### src/sv/dasl_pkg.sv
package dasl_pkg;

    localparam int SUM_BITS  = 48;
    localparam int SHIFT_MAX = 63;
    localparam int RES_MAX   = 16;

    // Mode codes of an input item.
    localparam logic MODE_ADD  = 1'b0;
    localparam logic MODE_READ = 1'b1;
    localparam logic LOG_SHORT = 1'b0;
    localparam logic LOG_LONG  = 1'b1;

    // Controls for the shared rounding shifter.
    typedef struct packed {
        logic [SUM_BITS:0] x;
        logic [5:0]        s;
    } shr_req_t;

    function automatic logic [SUM_BITS:0] rshift_round(input logic [SUM_BITS:0] x,
                                                      input logic [5:0] s);
        logic [SUM_BITS+1:0] t;
        begin
            t = '0;
            if (s == 6'd0) begin
                rshift_round = x;
            end else begin
                t = {1'b0, x >> (s - 6'd1)} + {{SUM_BITS+1{1'b0}}, 1'b1};
                rshift_round = t[SUM_BITS+1:1];
            end
        end
    endfunction

endpackage

### src/sv/dasl_shifter.sv
module dasl_shifter #(
    parameter int ENTRY_BITS = 16
) (
    input  dasl_pkg::shr_req_t            req,
    output logic [dasl_pkg::SUM_BITS:0]   y,
    output logic                          fits
);
    import dasl_pkg::*;

    // One rounding right shift and the compare against the entry range.
    always_comb begin
        y    = rshift_round(req.x, req.s);
        fits = (y >> ENTRY_BITS) == '0;
    end
endmodule

### config.mk
export PLATFORM = sky130hd
export DESIGN_NAME = dasl_shifter
export DESIGN_NICKNAME = d
export VERILOG_FILES = /design/src/sv/dasl_pkg.sv /design/src/sv/dasl_shifter.sv
export SDC_FILE = /design/constraint.sdc
export NUM_CORES = 1
export LEC_CHECK = 0
export ABC_AREA = 1
export BUFFER_PORTS_ARGS = -buffer_cell sky130_fd_sc_hd__buf_2
export CAP_MARGIN = 10
export CORE_MARGIN = 2
export CORE_UTILIZATION = 53
export DETAILED_ROUTE_END_ITERATION = 10
export PLACE_DENSITY = 0.8
export SYNTH_ARGS = -nofsm -noshare
export SYNTH_HDL_FRONTEND = slang
export SYNTH_SLANG_ARGS = --single-unit
export TNS_END_PERCENT = 100
### constraint.sdc
create_clock -name vclk -period 4.9
set_input_delay 0.245 -clock vclk [all_inputs]
set_output_delay 0.245 -clock vclk [all_outputs]
set_load 0.1 [all_outputs]
* After elaboration in Yosys (flattened, before gate mapping)
Index checks and enable logic that the tools add are counted.
** Operators by class
- Reductions and logical operators :: 2
- Shift operators :: 1
- Muxes and demuxes :: 1
- Add/sub/neg operators :: 2
** Operator list (count)
- 49-bit by 1-bit adder with 50-bit output (second input constant) :: 1
- 49-bit zero test :: 1
- 49-bit 2-to-1 mux :: 1
- 49-bit by 6-bit >> shifter with 49-bit output :: 1
- 6-bit zero test :: 1
- 6-bit by 1-bit subtractor with 6-bit output (second input constant) :: 1
** Word-level totals
- Output and inout bits :: 50
- Bits of input ports :: 55
- Register bits after elaboration :: 0
- Word-level logic and storage cells :: 6

* Longest topological paths before layout
- Depth after elaboration :: 5
- Mapped depth :: 35
- Depth with buffers taken out :: 31

* Least setup slack after synthesis
No wires, ideal clock.
- Path kind :: in2out
- Start :: input req[0] (netlist bit)
- End :: output y[9] (netlist bit)
- Slack :: -343 ps
- Arrival :: 4998 ps
- Stages :: 22
- Cell sequence :: buf_4 inv_6 buf_6 buf_4 ha_1 inv_2 buf_2 buf_2 nor2_1 nand2_1 nor2_1 nand2_1 nand3_1 nand2_1 inv_1 ha_1 nand3_2 nor2_4 nand3_2 nor2_1 xor2_1 o21ai_0
** On the way
- Cells in the longest elaborated chain, start to end :: 4
- Elaborated cells between the ends (all ways) :: 5
- Classes of those cells :: 2 x add/sub; 1 x shift; 1 x mux; 1 x reduce/logical
** RTL lines
- start: declaration :: RTL line dasl_shifter.sv:4 : input dasl_pkg::shr_req_t req,
- 6-bit by 1-bit subtractor with 6-bit output :: RTL line dasl_pkg.sv:27 : t = {1'b0, x >> (s - 6'd1)} + {{SUM_BITS+1{1'b0}}, 1'b1};
- 49-bit by 6-bit >> shifter with 49-bit output :: RTL line dasl_pkg.sv:27
- 49-bit by 1-bit adder with 50-bit output :: RTL line dasl_pkg.sv:27
- 49-bit 2-to-1 mux * :: RTL line dasl_pkg.sv:24 : if (s == 6'd0) begin
- end: declaration :: RTL line dasl_shifter.sv:5 : output logic [dasl_pkg::SUM_BITS:0] y,
Every way passes the cells marked *; elsewhere a longest branch is shown, timed or not.

* Worst setup path after layout
- Start :: input req[0] (netlist bit)
- End :: output fits
** On the way
- Cells in the longest elaborated chain, start to end :: 5
- Elaborated cells between the ends (all ways) :: 6
- Classes of those cells :: 2 x add/sub; 1 x shift; 1 x mux; 2 x reduce/logical
** RTL lines
- 6-bit by 1-bit subtractor with 6-bit output :: RTL line dasl_pkg.sv:27
- 49-bit by 6-bit >> shifter with 49-bit output :: RTL line dasl_pkg.sv:27
- 49-bit by 1-bit adder with 50-bit output :: RTL line dasl_pkg.sv:27
- 49-bit 2-to-1 mux * :: RTL line dasl_pkg.sv:24
- 49-bit zero test * :: RTL line dasl_shifter.sv:13 : fits = (y >> ENTRY_BITS) == '0;
- end: declaration :: RTL line dasl_shifter.sv:6 : output logic fits
Marked as above.

==> reports/results.ini <==
[finish]
fill_cells = 1103
multi_input_area_um2 = 5280
n_sequential_cell = 0
layout_common_cells = 512 x nand2_1, 357 x nand3_1, 102 x nor2_1
nClkBuffers = 0
synthToLayoutAreaGrowth_pct = 18.7
drive_above_1_share_pct = 16.4
nNetsFinal = 1404
ff_latch_area_um2 = 0
antennaDiodeCount = 0
final_common_cell = nand2_1

[worst_setup_path]
setup.worst_path.start = req[0]
cp.arrival_ps = 4470
cp_max_fo = 47
required_ps = 4660
endpoint = fits
critPathLaunchType = input port
critPathKind = input port to output pin
cp-end-kind = output pin

[routing]
wl_per_cell_um = 16.8
vias = 9364
drt-vias-per-instance = 6.30
drtPass1Iterations = 11
ant_nets = 0
wl_mm = 24.9
drtIter0Drc = 2045
drc = 0

[global_routing]
grt_pass1_vias = 8170
grt_overflow_total = 0
grt_start_max_net_pins = 51
grtUsageMet1_pct = 49.7
track_usage_pct = 38.2
use_met3_pct = 8.42
grt_pass1_wl_mm = 39.5
antenna_found_initial = 0
gr-max-usage-layer = met2
use_met2_pct = 57.2

[timing]
grt_setup_unrepaired = false
timing.final.crit_share_pct = 96.2
slew_headroom_pct = 22.5
layout_setup_ws_ps = 187
fmax_ghz = 0.212
worst_pin_slew_ps = 1160
finalSetupViolations = 0
setup-tns-final_ps = 0
period_minus_slack_ps = 4710
hold_violations = 0
drv_slew = 0

[synth]
synth.distinct_cells = 40
netlist_area_um2 = 6070
syn_avg_cell_area_um2 = 4.70
syn_nets = 1351
netlist_instances = 1293
ys_warn_count = 0
ys_seq_area_share_pct = 0

[run_status]
outcome = completed

[clock_network]
holdBufCountCts = 0
cts_resized = 0
post_cts_buffers = 0

[pwr]
ir_drop_uv = 266
power_leakage_nw = 3.65
p_per_area_nw_per_um2 = 194

[worst_hold_path]
hold_path.class = input port to output pin

[job]
drv_cap = 0

[place]
dpl_worst_slack_ps = 401
gp_congestion = 1.15
port_buffers = 105
hpwlAfterDp_mm = 19.7

[floorplan]
die_w_um = 111
die_y_um = 111
boundaryPins = 105
core_area_um2 = 11300
start_util_pct = 53.6
die-area_um2 = 12300
fp-row-count = 39

==> stage by stage <==
step	utilization, %	hold WS [ps]	instance area, um^2	power (mW)	std cells
5_1_grt	63.7	927	7210	1.47	1487
6_report	63.7	911	7210	1.40	1487
4_1_cts	63.6	907	7210	1.36	1487
3_5_place_dp	63.6	907	7210	1.35	1487
3_3_place_gp	63.6	908	7210	1.34	1487
2_1_floorplan	-	905	6080	0.954	1293
==> routing by layer <==
metal	up-vias	share of wire [%]
li1	4311	-
met4	0	8.0
met3	177	17
met2	933	40
met1	3943	35
met5	-	0
==> worst min path at each step <==
stage	startpoint	endpoint	slack, ps	depth (start not counted)
2_1_floorplan	req[53]	y[47]	910	4
3_3_place_gp	req[6]	y[0]	910	4
3_5_place_dp	req[6]	y[0]	910	4
4_1_cts	req[6]	y[0]	910	4
5_1_grt	req[6]	y[0]	930	4
6_report	req[6]	y[0]	910	4
==> cell type report <==
class	instances	share of cell area [%]
repair buffers	119	19.2
well taps	143	2.48
inverters	96	5.10
multi-input cells	1129	73.3
==> critical path, cell delays in order <==
cell and delay, ps:
buf_2 130, inv_6 150, buf_4 350, nand4_4 170
xnor2_4 720, inv_2 100, buf_4 320, nand3_1 150
nand2_1 150, nor2_1 180, nand2_1 140, nor2_4 190
nand2_2 110, nor2_2 180, nand2_1 80, nand3_1 80
nand2_1 230, nor2_1 150, nand2_1 60, nor2_1 80
nand3_1 110, nor2_4 150, buf_12 180
==> where the power goes <==
| part | switching, mW | total [mW] | internal, mW |
|---|---|---|---|
| Clock | 0 | 0 | 0 |
| Combinational | 0.986 | 1.40 | 0.412 |
| Sequential | 0 | 0 | 0 |
==> logic make-up after synthesis <==
kind of cell	after synthesis	synth area share (%)
AOI/OAI and AO/OA	36	3.28
and+or+nand+nor	1075	80.2
muxes	1	0.165
adders and majority gates	3	0.618
xor gates and xnor gates	14	2.64
buffers and inverters	164	13.1
==> synth_stat cells, drive strengths merged <==
master	n	area (um^2)
xnor2	5	62.6
nand4	15	109
nand2	524	2000
nand3b	4	30.0
inv	94	358
o31ai	1	7.51
clkbuf	18	67.6
nor3	7	50.1
o21bai	2	18.8
a21oi	6	33.8
a31oi	3	18.8
ha	3	37.5
nand3	369	1910
xor2	9	97.6
and2	1	6.26
nor4	1	6.26
or2	18	113
mux2i	1	10.0
o21ai	24	120
clkinv	2	7.51
and3	1	6.26
buf	50	364
nor2	135	639
Power figures use the tool's default switching activity.
